[src/hw/rtl/fp8a_pkg.sv]
// ----------------------------------------------------------------------------
// FP8 E5M2 adder package
// Shared constants and payload types for the E5M2 adder.
// ----------------------------------------------------------------------------
package fp8a_pkg;

    localparam logic [7:0] NAN_CODE   = 8'h7d;
    localparam logic [7:0] POS_INF    = 8'h7c;
    localparam logic [7:0] NEG_INF    = 8'hfc;
    localparam logic [2:0] HIDDEN_ONE = 3'h4;
    localparam logic [4:0] EXP_MAX    = 5'h1f;
    localparam int         TOP_POS    = 17;
    localparam int         GUARD      = 15;
    localparam int         MW         = TOP_POS + 2;

    typedef struct packed {
        logic [7:0] operand_a;
        logic [7:0] operand_b;
    } t_in_req;

    typedef struct packed {
        logic [7:0] sum_value;
    } t_out_req;

endpackage

[src/hw/rtl/fp8a_in_if.sv]
// ----------------------------------------------------------------------------
// FP8 E5M2 adder operand channel
// Valid/ready channel that carries one pair of operands per request.
// ----------------------------------------------------------------------------
interface fp8a_in_if;
    logic              valid;
    logic              ready;
    fp8a_pkg::t_in_req payload;
    modport source (output valid, output payload, input ready);
    modport sink (input valid, input payload, output ready);
endinterface

[src/hw/rtl/fp8a_out_if.sv]
// ----------------------------------------------------------------------------
// FP8 E5M2 adder result channel
// Valid/ready channel that carries one sum per request.
// ----------------------------------------------------------------------------
interface fp8a_out_if;
    logic               valid;
    logic               ready;
    fp8a_pkg::t_out_req payload;
    modport source (output valid, output payload, input ready);
    modport sink (input valid, input payload, output ready);
endinterface

[src/hw/rtl/fp8_e5m2_adder_core.sv]
// ----------------------------------------------------------------------------
// FP8 E5M2 adder core
// Adds two E5M2 values in a four-stage pipeline with round to nearest even.
// ----------------------------------------------------------------------------
// One request enters per cycle while the output is not stalled, and its sum
// passes through align, add, normalise and round, one register stage each;
// the pipeline advances whenever the last stage is empty or being taken, so a
// stalled output holds every stage in place. NaN results are 0x7d.
module fp8_e5m2_adder_core (
    input  logic    i_clk,
    input  logic    i_rst_n,
    fp8a_in_if.sink    i_req,
    fp8a_out_if.source o_rsp
);

    localparam int MW = fp8a_pkg::MW;

    logic w_adv;
    assign w_adv = !o_rsp.valid || o_rsp.ready;
    assign i_req.ready = w_adv;

    // Stage 1: decode and align.
    logic [7:0] w_a, w_b;
    logic [4:0] w_ea, w_eb;
    logic [1:0] w_ma, w_mb;
    logic       w_nan_a, w_nan_b, w_inf_a, w_inf_b, w_zero_a, w_zero_b;
    logic [4:0] w_xa, w_xb, w_e1, w_sh;
    logic [MW-1:0] w_fa, w_fb, w_al_a, w_al_b;
    logic       w_sp1;
    logic [7:0] w_spv1;

    always_comb begin
        w_a = i_req.payload.operand_a;
        w_b = i_req.payload.operand_b;
        w_ea = w_a[6:2];
        w_eb = w_b[6:2];
        w_ma = w_a[1:0];
        w_mb = w_b[1:0];
        w_nan_a = (w_ea == fp8a_pkg::EXP_MAX) && (w_ma != 2'd0);
        w_nan_b = (w_eb == fp8a_pkg::EXP_MAX) && (w_mb != 2'd0);
        w_inf_a = (w_ea == fp8a_pkg::EXP_MAX) && (w_ma == 2'd0);
        w_inf_b = (w_eb == fp8a_pkg::EXP_MAX) && (w_mb == 2'd0);
        w_zero_a = (w_ea == 5'd0) && (w_ma == 2'd0);
        w_zero_b = (w_eb == 5'd0) && (w_mb == 2'd0);
        w_sp1 = 1'b1;
        if (w_nan_a || w_nan_b) begin
            w_spv1 = fp8a_pkg::NAN_CODE;
        end else if (w_inf_a && w_inf_b && (w_a[7] != w_b[7])) begin
            w_spv1 = fp8a_pkg::NAN_CODE;
        end else if (w_inf_a) begin
            w_spv1 = w_a;
        end else if (w_inf_b) begin
            w_spv1 = w_b;
        end else if (w_zero_a) begin
            w_spv1 = w_b;
        end else if (w_zero_b) begin
            w_spv1 = w_a;
        end else begin
            w_sp1 = 1'b0;
            w_spv1 = 8'd0;
        end
        w_xa = (w_ea == 5'd0) ? 5'd1 : w_ea;
        w_xb = (w_eb == 5'd0) ? 5'd1 : w_eb;
        w_fa = {1'b0, (w_ea != 5'd0), w_ma, {fp8a_pkg::GUARD{1'b0}}};
        w_fb = {1'b0, (w_eb != 5'd0), w_mb, {fp8a_pkg::GUARD{1'b0}}};
        w_al_a = w_fa;
        w_al_b = w_fb;
        if (w_xa > w_xb) begin
            w_e1 = w_xa;
            w_sh = w_xa - w_xb;
            w_al_b = w_fb >> w_sh;
        end else begin
            w_e1 = w_xb;
            w_sh = w_xb - w_xa;
            w_al_a = w_fa >> w_sh;
        end
    end

    logic          r_v1, r_sp1, r_sa1, r_sb1;
    logic [7:0]    r_spv1;
    logic [4:0]    r_e1;
    logic [MW-1:0] r_ma1, r_mb1;

    always_ff @(posedge i_clk) begin
        if (!i_rst_n) begin
            r_v1 <= 1'b0;
        end else if (w_adv) begin
            r_v1 <= i_req.valid;
        end
        if (w_adv) begin
            r_sp1 <= w_sp1;
            r_spv1 <= w_spv1;
            r_sa1 <= w_a[7];
            r_sb1 <= w_b[7];
            r_e1 <= w_e1;
            r_ma1 <= w_al_a;
            r_mb1 <= w_al_b;
        end
    end

    // Stage 2: add or subtract magnitudes.
    logic [MW-1:0] w_m2;
    logic          w_s2;

    always_comb begin
        if (r_sa1 != r_sb1) begin
            if (r_ma1 > r_mb1) begin
                w_m2 = r_ma1 - r_mb1;
                w_s2 = r_sa1;
            end else begin
                w_m2 = r_mb1 - r_ma1;
                w_s2 = r_sb1;
            end
        end else begin
            w_m2 = r_ma1 + r_mb1;
            w_s2 = r_sa1;
        end
    end

    logic          r_v2, r_sp2, r_s2;
    logic [7:0]    r_spv2;
    logic [4:0]    r_e2;
    logic [MW-1:0] r_m2;

    always_ff @(posedge i_clk) begin
        if (!i_rst_n) begin
            r_v2 <= 1'b0;
        end else if (w_adv) begin
            r_v2 <= r_v1;
        end
        if (w_adv) begin
            r_sp2 <= r_sp1;
            r_spv2 <= r_spv1;
            r_s2 <= w_s2;
            r_e2 <= r_e1;
            r_m2 <= w_m2;
        end
    end

    // Stage 3: normalise by leading-one position.
    logic [4:0]    w_lz;
    logic [6:0]    w_e3;
    logic [MW-1:0] w_m3;
    logic          w_st3, w_zero3;

    always_comb begin
        w_lz = 5'd0;
        for (int i = 0; i <= fp8a_pkg::TOP_POS; i++) begin
            if (r_m2[i]) begin
                w_lz = 5'(fp8a_pkg::TOP_POS - i);
            end
        end
        w_zero3 = (r_m2 == '0);
        w_st3 = 1'b0;
        if (r_m2[MW-1]) begin
            w_e3 = {2'b00, r_e2} + 7'd1;
            w_st3 = r_m2[0];
            w_m3 = r_m2 >> 1;
        end else begin
            w_e3 = {2'b00, r_e2} - {2'b00, w_lz};
            w_m3 = r_m2 << w_lz;
        end
    end

    logic          r_v3, r_sp3, r_s3, r_st3;
    logic [7:0]    r_spv3;
    logic [6:0]    r_e3;
    logic [MW-1:0] r_m3;

    always_ff @(posedge i_clk) begin
        if (!i_rst_n) begin
            r_v3 <= 1'b0;
        end else if (w_adv) begin
            r_v3 <= r_v2;
        end
        if (w_adv) begin
            r_sp3 <= r_sp2 || w_zero3;
            r_spv3 <= r_sp2 ? r_spv2 : 8'd0;
            r_s3 <= r_s2;
            r_st3 <= w_st3;
            r_e3 <= w_e3;
            r_m3 <= w_m3;
        end
    end

    // Stage 4: round and pack.
    logic       w_sticky, w_rnd, w_lsb;
    logic [3:0] w_r;
    logic [6:0] w_e4;
    logic [7:0] w_sum;

    always_comb begin
        w_lsb = r_m3[fp8a_pkg::GUARD];
        w_rnd = r_m3[fp8a_pkg::GUARD-1];
        w_sticky = r_st3 || (r_m3[fp8a_pkg::GUARD-2:0] != '0);
        w_r = {1'b0, r_m3[fp8a_pkg::TOP_POS:fp8a_pkg::GUARD]}
            + {3'd0, w_rnd && (w_lsb || w_sticky)};
        w_e4 = r_e3;
        if (w_r[3]) begin
            w_e4 = r_e3 + 7'd1;
            w_r = w_r >> 1;
        end
        if (r_sp3) begin
            w_sum = r_spv3;
        end else if (!w_e4[6] && (w_e4 >= 7'd31)) begin
            w_sum = r_s3 ? fp8a_pkg::NEG_INF : fp8a_pkg::POS_INF;
        end else if (w_e4 == 7'h7f) begin
            w_sum = {r_s3, 5'd0, 2'(w_r >> 2)};
        end else if (w_e4 == 7'd0) begin
            w_sum = {r_s3, 5'd0, 2'(w_r >> 1)};
        end else if (w_e4[6]) begin
            w_sum = 8'd0;
        end else begin
            w_sum = {r_s3, w_e4[4:0], w_r[1:0]};
        end
    end

    logic       r_v4;
    logic [7:0] r_sum;

    always_ff @(posedge i_clk) begin
        if (!i_rst_n) begin
            r_v4 <= 1'b0;
        end else if (w_adv) begin
            r_v4 <= r_v3;
        end
        if (w_adv) begin
            r_sum <= w_sum;
        end
    end

    assign o_rsp.valid = r_v4;
    assign o_rsp.payload.sum_value = r_sum;

endmodule

[src/flat_wrapper.sv]
// flat-port wrapper written by rule: the top's interface ports become plain ports
module fp8_e5m2_adder_core_flat 
  (i_clk, i_rst_n, i_req_valid, i_req_payload, i_req_ready, o_rsp_valid, o_rsp_payload, o_rsp_ready);
  fp8a_in_if i_req_i ();
  fp8a_out_if o_rsp_i ();
  input  logic i_clk;
  input  logic i_rst_n;
  input wire logic [$bits(i_req_i.valid)-1:0] i_req_valid;
  input wire logic [$bits(i_req_i.payload)-1:0] i_req_payload;
  output wire logic [$bits(i_req_i.ready)-1:0] i_req_ready;
  output wire logic [$bits(o_rsp_i.valid)-1:0] o_rsp_valid;
  output wire logic [$bits(o_rsp_i.payload)-1:0] o_rsp_payload;
  input wire logic [$bits(o_rsp_i.ready)-1:0] o_rsp_ready;
  assign i_req_i.valid = i_req_valid;
  assign i_req_i.payload = i_req_payload;
  assign i_req_ready = i_req_i.ready;
  assign o_rsp_valid = o_rsp_i.valid;
  assign o_rsp_payload = o_rsp_i.payload;
  assign o_rsp_i.ready = o_rsp_ready;
  fp8_e5m2_adder_core u_core (.i_clk(i_clk), .i_rst_n(i_rst_n), .i_req(i_req_i), .o_rsp(o_rsp_i));
endmodule
[config.mk]
export PLATFORM = sky130hd
export DESIGN_NAME = fp8_e5m2_adder_core_flat
export DESIGN_NICKNAME = d
export VERILOG_FILES = /design/src/hw/rtl/fp8a_pkg.sv /design/src/hw/rtl/fp8a_in_if.sv /design/src/hw/rtl/fp8a_out_if.sv /design/src/hw/rtl/fp8_e5m2_adder_core.sv /design/src/flat_wrapper.sv
export SDC_FILE = /design/constraint.sdc
export NUM_CORES = 1
export LEC_CHECK = 0
export ABC_AREA = 1
export CORE_MARGIN = 4
export CORE_UTILIZATION = 43
export CTS_BUF_LIST = sky130_fd_sc_hd__clkbuf_2 sky130_fd_sc_hd__clkbuf_4 sky130_fd_sc_hd__clkbuf_8
export DETAILED_ROUTE_END_ITERATION = 8
export DONT_BUFFER_PORTS = 1
export GPL_TIMING_DRIVEN = 0
export MAX_ROUTING_LAYER = met4
export PLACE_DENSITY = 0.61
export REMOVE_ABC_BUFFERS = 1
export SLEW_MARGIN = 20
export SYNTH_ARGS = -nofsm -noshare
export SYNTH_HDL_FRONTEND = slang
export SYNTH_SLANG_ARGS = --single-unit
[constraint.sdc]
create_clock -name i_clk -period 3.2 [get_ports i_clk]
set_clock_uncertainty 0.05 [all_clocks]
set_input_delay 0.16 -clock i_clk [delete_from_list [all_inputs] [get_ports i_clk]]
set_output_delay 0.16 -clock i_clk [all_outputs]
set_load 0.05 [all_outputs]
==> results of run 1 <==
[placed cells by master, fill, tap and decap left out, types with 5 or more instances in the layout]
cell type / count
ha_1: 63
nor2_1: 111
inv_8: 6
o21ai_1: 9
clkbuf_8: 18
fa_1: 5
nor4_1: 6
nand4_1: 9
nor3_1: 18
dlygate4sd3_1: 15
edfxtp_1: 130
inv_6: 6
a21oi_1: 76
o21ai_0: 90
nand3_1: 81
inv_1: 179
xor2_1: 33
clkinvlp_4: 5
nand2_2: 7
o211ai_1: 8
ha_4: 5
o221ai_1: 8
o22ai_1: 18
a31oi_1: 6
buf_4: 19
nand2_1: 248
a21o_1: 7
[sequential cells by signal, indices dropped and copies added, names as in the netlist, 5 cells and up]
register,count
u_core.r_mb1,18
u_core.r_spv1,8
u_core.r_m3,18
u_core.r_ma1,18
u_core.r_e3,7
u_core.r_spv3,8
u_core.r_m2,19
u_core.r_spv2,8
u_core.r_e1,5
u_core.r_e2,5
u_core.o_rsp.payload,8
[worst paths after layout]
kind | cells past startpoint | slack [ns] | to | from
hold reg to reg | 0 | 0.37 | u_core.r_spv2[2] | u_core.r_spv1[2]
setup / recovery | 12 | 0.16 | u_core.r_e3[5] | u_core.r_m2[15]
setup reg to reg | 12 | 0.16 | u_core.r_e3[5] | u_core.r_m2[15]
hold / removal | 3 | 0.03 | u_core.r_spv1[1] | i_req_payload[9]
[critical path: stages, from the launching register on]
cell	delay, ns
edfxtp_1	0.46
nor2_1	0.23
nand2_1	0.15
nor2_1	0.24
inv_1	0.11
nor2_4	0.20
clkinv_2	0.20
ha_1	0.36
inv_1	0.05
or2_2	0.30
a21oi_1	0.14
nor3_1	0.07
a31o_2	0.24
[through the flow]
stage	hold slack [ns]	std cells	instance area (µm²)
after floorplan	0.209	1189	9620
after global placement	0.209	1474	9970
after detailed placement	0.209	1475	10000
after CTS	0.00203	1524	10600
after global routing	0.0107	1548	10900
final	0.0304	1548	10900
[what timing repair did]
| action | CTS | global route |
|---|---|---|
| hold buffers | 15 | 0 |
| hold endpoints to repair | 19 | 0 |
| gates resized for setup | 8 | 35 |
| cloned | 1 | 5 |
| buffers inserted | 1 | 19 |
| setup endpoints to repair | 30 | 51 |
| pin swaps | 0 | 12 |
[power by group through the flow]
stage	Combinational, mW	Sequential, mW	Clock [mW]
4_1_cts	3.83	2.98	1.40
2_1_floorplan	2.88	2.93	0
3_3_place_gp	3.70	3.02	0
5_1_grt	4.88	3.04	1.47
6_report	4.30	2.98	1.36
3_5_place_dp	3.72	3.02	0
[layer usage]
layer	vias to the layer above	GRT usage, %	wire length [µm]
met5	-	-	0
met4	0	7.65	838
met3	57	2.93	1210
met2	245	31.5	11600
met1	3825	24.8	11000
li1	4196	-	-
[kinds of logic after synthesis]
kind of cell / share of synthesized area, %
compound gates: 15.7
buf+inv: 9.49
flops: 40.5
simple gates: 20.6
fa+ha+maj: 10.2
xor+xnor: 3.38
mux: 0.102
[final cells by class]
type / instances / area [µm²] / share of cell area, %
Multi-Input combinational cell: 870 / 5140 / 47.0
Sequential cell: 134 / 3980 / 36.4
Inverter: 189 / 734 / 6.71
Tap cell: 285 / 357 / 3.26
Timing Repair Buffer: 36 / 340 / 3.11
Clock buffer: 18 / 248 / 2.26
Clock inverter: 14 / 130 / 1.19
Timing Repair inverter: 2 / 13.8 / 0.126
==> run metrics, run 1 <==
routed vias/inst 5.38; clock buffer count from CTS 17; CP arrival 3.21 ns; status completed; commonest cells in the netlist nand2_1 (254), inv_1 (182), edfxtp_1 (130); Warnings, synthesis 0; Post-Syn Instances 1229; largest net degree at the start of global routing 94; Global Route Usage Sum 19.5%; P&R area growth vs syn 11.3%; later-pin clock latency in the skew report 0.47 ns; first-pass iteration count of the detailed router 6; Place WS -0.941 ns; CP Capture Type flip-flop; Remaining DRCs 0; CTS tree done; H-tree levels 4; initial antenna violation count 0; Slew headroom 47.0%; RePlAce Congestion 0.910; I/O Buffers 0; Clock power frac 15.8%; fmax 329 MHz; Worst-Margin Slew 0.792 ns; Fin. Hold Viols 0; area of the mapped netlist 0.00984 mm²; Clock Path Buffers 2; wire length per cell 16.0 µm; Routed Antenna Nets 0; die width 159 µm; synth top area cells edfxtp_1 (40%), nand2_1 (9.7%), ha_1 (9.0%); Tmin final 3.04 ns; Die H 159 µm; placed wire-length estimate 18300 µm; Avg Cell Area, Syn 8.01 µm²; min setup slack post-route 0.156 ns; root buffer cell clkbuf_8; share of post-route cells with drive strength above 1 8.23%; VDD IR max 332 µV; Fill cells 2197; Synth area leader edfxtp_1; post-synthesis sequential area ratio 40.5%; first-pass GRT wire length 38900 µm; CP Launch Type flip-flop; Diodes inserted 0; max-slew violations 0; Setup Viol. Count Final 0; Congestion Overflow GR 0; Clk pin slew, worst setup/hold paths 0.08 ns; fin crit share 95.1%; Post-synth top flop edfxtp_1; Top Ports 30; ys async rst share 0%; Switch Pwr 4.01 mW; die area 0.0254 mm²; Flop pwr share 34.5%; initial core utilization 43.6%; most common cell in the synthesized netlist nand2_1; post-layout util 48.5%; LEAKAGE 5.13 nW; Setup TNS 0 ns; Synth Register Bits 134; post-synth top area share 39.7%; critical path type reg2reg; drt total wl 24700 µm; routed vias 8323; RSZ-0062 raised after global routing yes; power density cells 790 mW/mm²; Tot Pwr 8.65 mW; Final nets 1347; vias in the first global route 7860; Switching Share 46.3%; total of max-cap violations 0; FP Rows 55; initial drt markers 647; cell-internal power 4.64 mW; core area 0.0226 mm²; crit-path max FO 8; Post-synth EDFFs 130; CP required 3.37 ns; Yosys cell types 52; clock sink total 134; Logic pwr share 49.8%; hold crit path type in2reg
Power figures use the tool's default switching activity.
==> inputs of run 2 (changes only) <==
--- a/config.mk
+++ b/config.mk
@@ -6,14 +6,15 @@
 export NUM_CORES = 1
 export LEC_CHECK = 0
 export ABC_AREA = 1
-export CORE_MARGIN = 4
-export CORE_UTILIZATION = 43
+export CELL_PAD_IN_SITES_DETAIL_PLACEMENT = 0
+export CELL_PAD_IN_SITES_GLOBAL_PLACEMENT = 2
+export CORE_UTILIZATION = 37
 export CTS_BUF_LIST = sky130_fd_sc_hd__clkbuf_2 sky130_fd_sc_hd__clkbuf_4 sky130_fd_sc_hd__clkbuf_8
 export DETAILED_ROUTE_END_ITERATION = 8
 export DONT_BUFFER_PORTS = 1
 export GPL_TIMING_DRIVEN = 0
 export MAX_ROUTING_LAYER = met4
-export PLACE_DENSITY = 0.61
+export PLACE_DENSITY = 0.8
 export REMOVE_ABC_BUFFERS = 1
 export SLEW_MARGIN = 20
 export SYNTH_ARGS = -nofsm -noshare
==> run metrics, run 2 (synthesized netlist as in run 1, its figures left out) <==
Tot Pwr 8.58 mW (-0.71%); WHS Endpoint u_core.r_spv1[2]; power density cells 790 mW/mm² (about the same); Routed Antenna Nets 0 (unchanged); Met2 Wirelength 13100 µm (+13%); FP Rows 59 (+7.3%); met3 wire length 873 µm (-28%); Crit-path slowest cell ha_2; P&R area growth vs syn 10.4%; Reg with most FFs u_core.r_m2; vias in the first global route 7856 (-0.051%); I/O Buffers 0 (unchanged); Fin. Hold Viols 0 (unchanged); Placed Instance Area 0.0101 mm² (+0.89%); routed vias/inst 5.15 (-4.2%); Setup TNS 0 ns (unchanged); Fill cells 2664 (+21%); Slew headroom 51.6% (+4.6 points); min setup slack post-route 0.167 ns (+0.0112 ns); initial core utilization 37.8% (-5.8 points); clock buffer count from CTS 17 (unchanged); top sig layer met4; wire length per cell 16.9 µm (+6.0%); hold depth 2 (-1); CP Capture Type flip-flop; RSZ-0062 raised after global routing no; Top Ports 30 (unchanged); R2R Setup Slk 0.17 ns (about the same); Die H 165 µm (+3.6%); Crit. path cell count 15 (+3); status completed; Crit path largest cell delay 0.46 ns (about the same); die area 0.0272 mm² (+7.4%); total of max-cap violations 0 (unchanged); crit path cell chain ha_2, nand2_1, nor3_2, nor2_2, o21ai_2, nand2_1, nand3_2, a21boi_4, o21bai_4, nand2_8, clkinv_8, nand2_1, nand3_1, o21ai_0, xor2_1; fmax 330 MHz (+0.37%); Global Route Usage Sum 20.9% (+1.4 points); CP arrival 3.18 ns (-0.03 ns); largest net degree at the start of global routing 94 (unchanged); Fin Hold WS 0.0234 ns (-0.00693 ns); routed vias 8155 (-2.0%); initial antenna violation count 0 (unchanged); drt total wl 26800 µm (+8.4%); WP buf/inv 1 (-2); critical path type reg2reg; Setup Viol. Count Final 0 (unchanged); die width 165 µm (+3.6%); fin crit share 94.8% (-0.35 points); initial drt markers 494 (-24%); commonest cells after routing, fill and taps aside nand2_1 (253), inv_1 (178), edfxtp_1 (130); share of post-route cells with drive strength above 1 6.81% (-1.4 points); Remaining DRCs 0 (unchanged); Clock Path Buffers 2 (unchanged); CP dominant cell by count nand2_1; Final nets 1333 (-1.0%); CTS tree done; Hold Crit Start i_req_payload[2]; LEAKAGE 5.07 nW (-1.2%); cells on worst reg2reg path 15 (+3); placed wire-length estimate 20500 µm (+12%); RePlAce Congestion 0.882 (-3.0%); Clk pin slew, worst setup/hold paths 0.09 ns (about the same); Diodes inserted 0 (unchanged); Crit path max-delay family simple AND/OR/NAND/NOR gates; VDD IR max 388 µV (+17%); Layout Cells excl Fill 1584 (+2.3%); H-tree levels 4 (unchanged); Place WS -0.622 ns (+0.319 ns); Worst-Margin Slew 0.725 ns (-0.0662 ns); number of flip-flops in the largest register 19 (unchanged); Tmin final 3.03 ns (-0.0112 ns); crit-path max FO 20 (+12); clock sink total 134 (unchanged); RR Endpoint u_core.r_m2[15]; root buffer cell clkbuf_8; post-layout util 41.7% (-6.8 points); CP Launch Type flip-flop; most common cell after layout, fill and taps aside nand2_1; Placed Cells incl. Taps 1527 (+3.5%); CP required 3.35 ns (-0.02 ns); first-pass GRT wire length 41600 µm (+7.1%); Worst R2R Start u_core.r_ma1[2]; hold crit path type in2reg; later-pin clock latency in the skew report 0.46 ns (about the same); Congestion Overflow GR 0 (unchanged); max-slew violations 0 (unchanged); M1 WL 12300 µm (+11%); first-pass iteration count of the detailed router 5 (-1); core area 0.0261 mm² (+15%); Final Cell Area 0.0109 mm² (-0.73%)
-- run 2: cell count changes in the layout (fill, tap and decap cells not counted), moves of 2 or more --
cell      change
nor2_2        +2
o22ai_1       +2
inv_6         -2
buf_6         +2
nand2_2       -6
ha_2          +2
nand2_1       +5
clkinv_4      +2
nand2_4       -2
o22ai_2       -2
nor2_1        -2
buf_4        -10
ha_4          -2
-- run 2: per-layer routing --
layer  GRT usage, %  vias up
li1               -     4155
met1           26.2     3824
met2           34.6      142
met3           3.10       34
met4           6.30        0
met5              -        -
-- run 2: timing repair --
action,CTS,global route
endpoints found under the setup margin,20,24
gates cloned,1,1
pin swaps,1,2
setup buffers,4,5
gates resized for setup,10,24
hold endpoints to repair,16,0
hold buffers,14,0
-- run 2: worst register-to-register path, cell delays in order, from the launching register on --
cell,delay [ns]
edfxtp_1,0.44
ha_2,0.46
nand2_1,0.13
nor3_2,0.19
nor2_2,0.08
o21ai_2,0.19
nand2_1,0.13
nand3_2,0.11
a21boi_4,0.08
o21bai_4,0.17
nand2_8,0.16
clkinv_8,0.16
nand2_1,0.07
nand3_1,0.06
o21ai_0,0.11
xor2_1,0.20
-- run 2: final cells by class --
cell class / instances / area, µm² / share of cell area, %
repair inverters: 1 / 5.00 / 0.0461
inverters: 189 / 738 / 6.79
well taps: 335 / 419 / 3.86
flip-flops and latches: 134 / 3980 / 36.7
clock inverters: 15 / 163 / 1.50
multi-input cells: 867 / 5070 / 46.6
clock buffers: 17 / 234 / 2.15
repair buffers: 26 / 258 / 2.37
-- run 2: worst max path at each step --
stage,startpoint,endpoint,slack [ns]
finish,u_core.r_ma1[2],u_core.r_m2[15],0.17
global route,u_core.r_mb1[2],u_core.r_m2[7],0.005
CTS,u_core.r_m2[15],u_core.r_e3[5],0.02
detailed placement,u_core.r_m2[3],u_core.r_e3[5],-0.62
global placement,u_core.o_rsp.valid,u_core.r_mb1[0],-1.79
floorplan,u_core.o_rsp.valid,u_core.o_rsp.payload[0],-0.83
-- run 2: report_power, final --
group	internal (mW)	switching (mW)
Clock	0.649	0.795
Sequential	2.52	0.472
Combinational	1.40	2.75
Total	4.57	4.02
==> inputs of run 3 (changes only) <==
--- a/config.mk
+++ b/config.mk
@@ -15,7 +15,6 @@
 export GPL_TIMING_DRIVEN = 0
 export MAX_ROUTING_LAYER = met4
 export PLACE_DENSITY = 0.8
-export REMOVE_ABC_BUFFERS = 1
 export SLEW_MARGIN = 20
 export SYNTH_ARGS = -nofsm -noshare
 export SYNTH_HDL_FRONTEND = slang
==> run metrics, run 3 (synthesized netlist as in run 1, its figures left out) <==
Final nets 1389 (+4.2%); Post-Syn Nets 1326; RR Endpoint u_core.r_e3[5]; Setup Viol. Count Final 0 (unchanged); first-pass iteration count of the detailed router 6 (+1); R2R Setup Slk 0.19 ns (+0.02 ns); CP required 3.37 ns (+0.02 ns); CP Launch Type flip-flop; largest net degree at the start of global routing 36 (-62%); top sig layer met4; Placed Cells incl. Taps 1568 (+2.7%); RePlAce Congestion 0.913 (+3.5%); die width 165 µm (unchanged); P&R area growth vs syn 13.9%; vias in the first global route 8053 (+2.5%); Worst-Margin Slew 0.707 ns (-0.0187 ns); VDD IR max 411 µV (+6.0%); most common cell after layout, fill and taps aside nand2_1; M1 WL 12700 µm (+3.5%); placed wire-length estimate 21800 µm (+6.7%); Setup crit end u_core.r_e3[5]; cells on worst reg2reg path 13 (-2); clock buffer count from CTS 17 (unchanged); fin crit share 94.1% (-0.70 points); CP dominant cell by count nor2_1; initial drt markers 585 (+18%); FP Rows 59 (unchanged); Reg with most FFs u_core.r_m2; Top Ports 30 (unchanged); Crit path largest cell delay 0.43 ns (-0.03 ns); power density cells 789 mW/mm² (-0.18%); Setup TNS 0 ns (unchanged); Crit. path cell count 13 (-2); RSZ-0062 raised after global routing yes; routed vias/inst 5.09 (-1.2%); fmax 332 MHz (+0.74%); status completed; clock sink total 134 (unchanged); Tot Pwr 8.84 mW (+3.0%); max-slew violations 0 (unchanged); later-pin clock latency in the skew report 0.46 ns (about the same); Met2 Wirelength 13400 µm (+2.5%); Clk pin slew, worst setup/hold paths 0.09 ns (about the same); WP buf/inv 2 (+1); LEAKAGE 5.27 nW (+4.1%); Clock Path Buffers 2 (unchanged); Slew headroom 52.5% (+0.96 points); Global Route Usage Sum 21.3% (+0.45 points); share of post-route cells with drive strength above 1 8.89% (+2.1 points); hold crit path type in2reg; H-tree levels 4 (unchanged); crit-path max FO 10 (-50%); Tmin final 3.01 ns (-0.0224 ns); total of max-cap violations 0 (unchanged); first-pass GRT wire length 42600 µm (+2.4%); root buffer cell clkbuf_8; Final Cell Area 0.0112 mm² (+3.2%); crit path cell chain nor2_1, nand3_1, a21oi_4, inv_1, clkbuf_2, ha_1, nand2_1, nor2_1, a211oi_1, or2_2, a21oi_1, nor3_1, a31o_2; number of flip-flops in the largest register 19 (unchanged); Crit path max-delay family simple AND/OR/NAND/NOR gates; initial core utilization 37.8% (unchanged); Remaining DRCs 0 (unchanged); Fin Hold WS 0.0314 ns (+0.00794 ns); core area 0.0261 mm² (unchanged); CP arrival 3.18 ns (about the same); Worst R2R Start u_core.r_m2[7]; Die H 165 µm (unchanged); routed vias 8346 (+2.3%); die area 0.0272 mm² (unchanged); Critical Path Source u_core.r_m2[7]; CP Capture Type flip-flop; CTS tree done; Layout Cells excl Fill 1641 (+3.6%); Crit-path slowest cell edfxtp_1; Congestion Overflow GR 0 (unchanged); initial antenna violation count 1 (+1); critical path type reg2reg; met3 wire length 901 µm (+3.2%); commonest cells after routing, fill and taps aside nand2_1 (253), inv_1 (178), edfxtp_1 (130); Placed Instance Area 0.0104 mm² (+2.5%); drt total wl 27700 µm (+3.2%); I/O Buffers 0 (unchanged); Routed Antenna Nets 0 (unchanged); wire length per cell 16.9 µm (-0.38%); Fin. Hold Viols 0 (unchanged)
run 3: how the worst min path moves through the flow:
stage,startpoint,to,slack (ns),cells past startpoint
after floorplan,i_req_payload[15],u_core.r_sa1,0.21,0
after global placement,i_req_payload[7],u_core.r_sb1,0.21,0
after detailed placement,i_req_payload[7],u_core.r_sb1,0.21,0
after CTS,i_req_payload[1],u_core.r_mb1[16],0.002,2
after global routing,i_req_payload[1],u_core.r_mb1[16],0.02,2
final,i_req_payload[1],u_core.r_mb1[16],0.03,2
run 3: metrics by stage:
stage	worst slack, ns	util, %
after CTS	-0.0403	42.0
final	0.190	43.0
after global placement	-0.852	39.4
after floorplan	-0.0723	-
after detailed placement	-0.512	39.8
after global routing	-0.0695	43.0
run 3: metal layers:
layer / up-vias / GRT usage [%]
met1: 3832 / 26.7
met4: 0 / 6.38
met5: - / -
met2: 188 / 35.7
met3: 42 / 2.97
li1: 4284 / -
run 3: layout make-up:
type                    instances  area, µm²
repair buffers                 46        443
well taps                     335        419
inverters                     189        718
multi-input cells             867       5040
diodes                          1       2.50
flip-flops and latches        134       3990
fillers                      2699      14800
plain buffers                  37        208
clock inverters                15        161
clock buffers                  17        234
run 3: repair_timing:
item,4_1_cts,5_1_grt
hold endpoints to repair,17,0
hold buffers,17,0
setup buffers,1,24
resized for setup,6,24
cloned,0,1
pin swaps,1,7
endpoints found under the setup margin,4,24
run 3: worst register-to-register path, stage by stage, from the launching register on:
cell and delay (ns):
edfxtp_1 0.43, nor2_1 0.22, nand3_1 0.19, a21oi_4 0.21, inv_1 0.11, clkbuf_2 0.24
ha_1 0.39, nand2_1 0.07, nor2_1 0.08, a211oi_1 0.06, or2_2 0.29, a21oi_1 0.14
nor3_1 0.07, a31o_2 0.23
run 3: report_power, final:
group,total [mW],internal [mW],switching (mW)
Clock,1.45,0.647,0.801
Combinational,4.44,1.60,2.84
Sequential,2.95,2.52,0.438
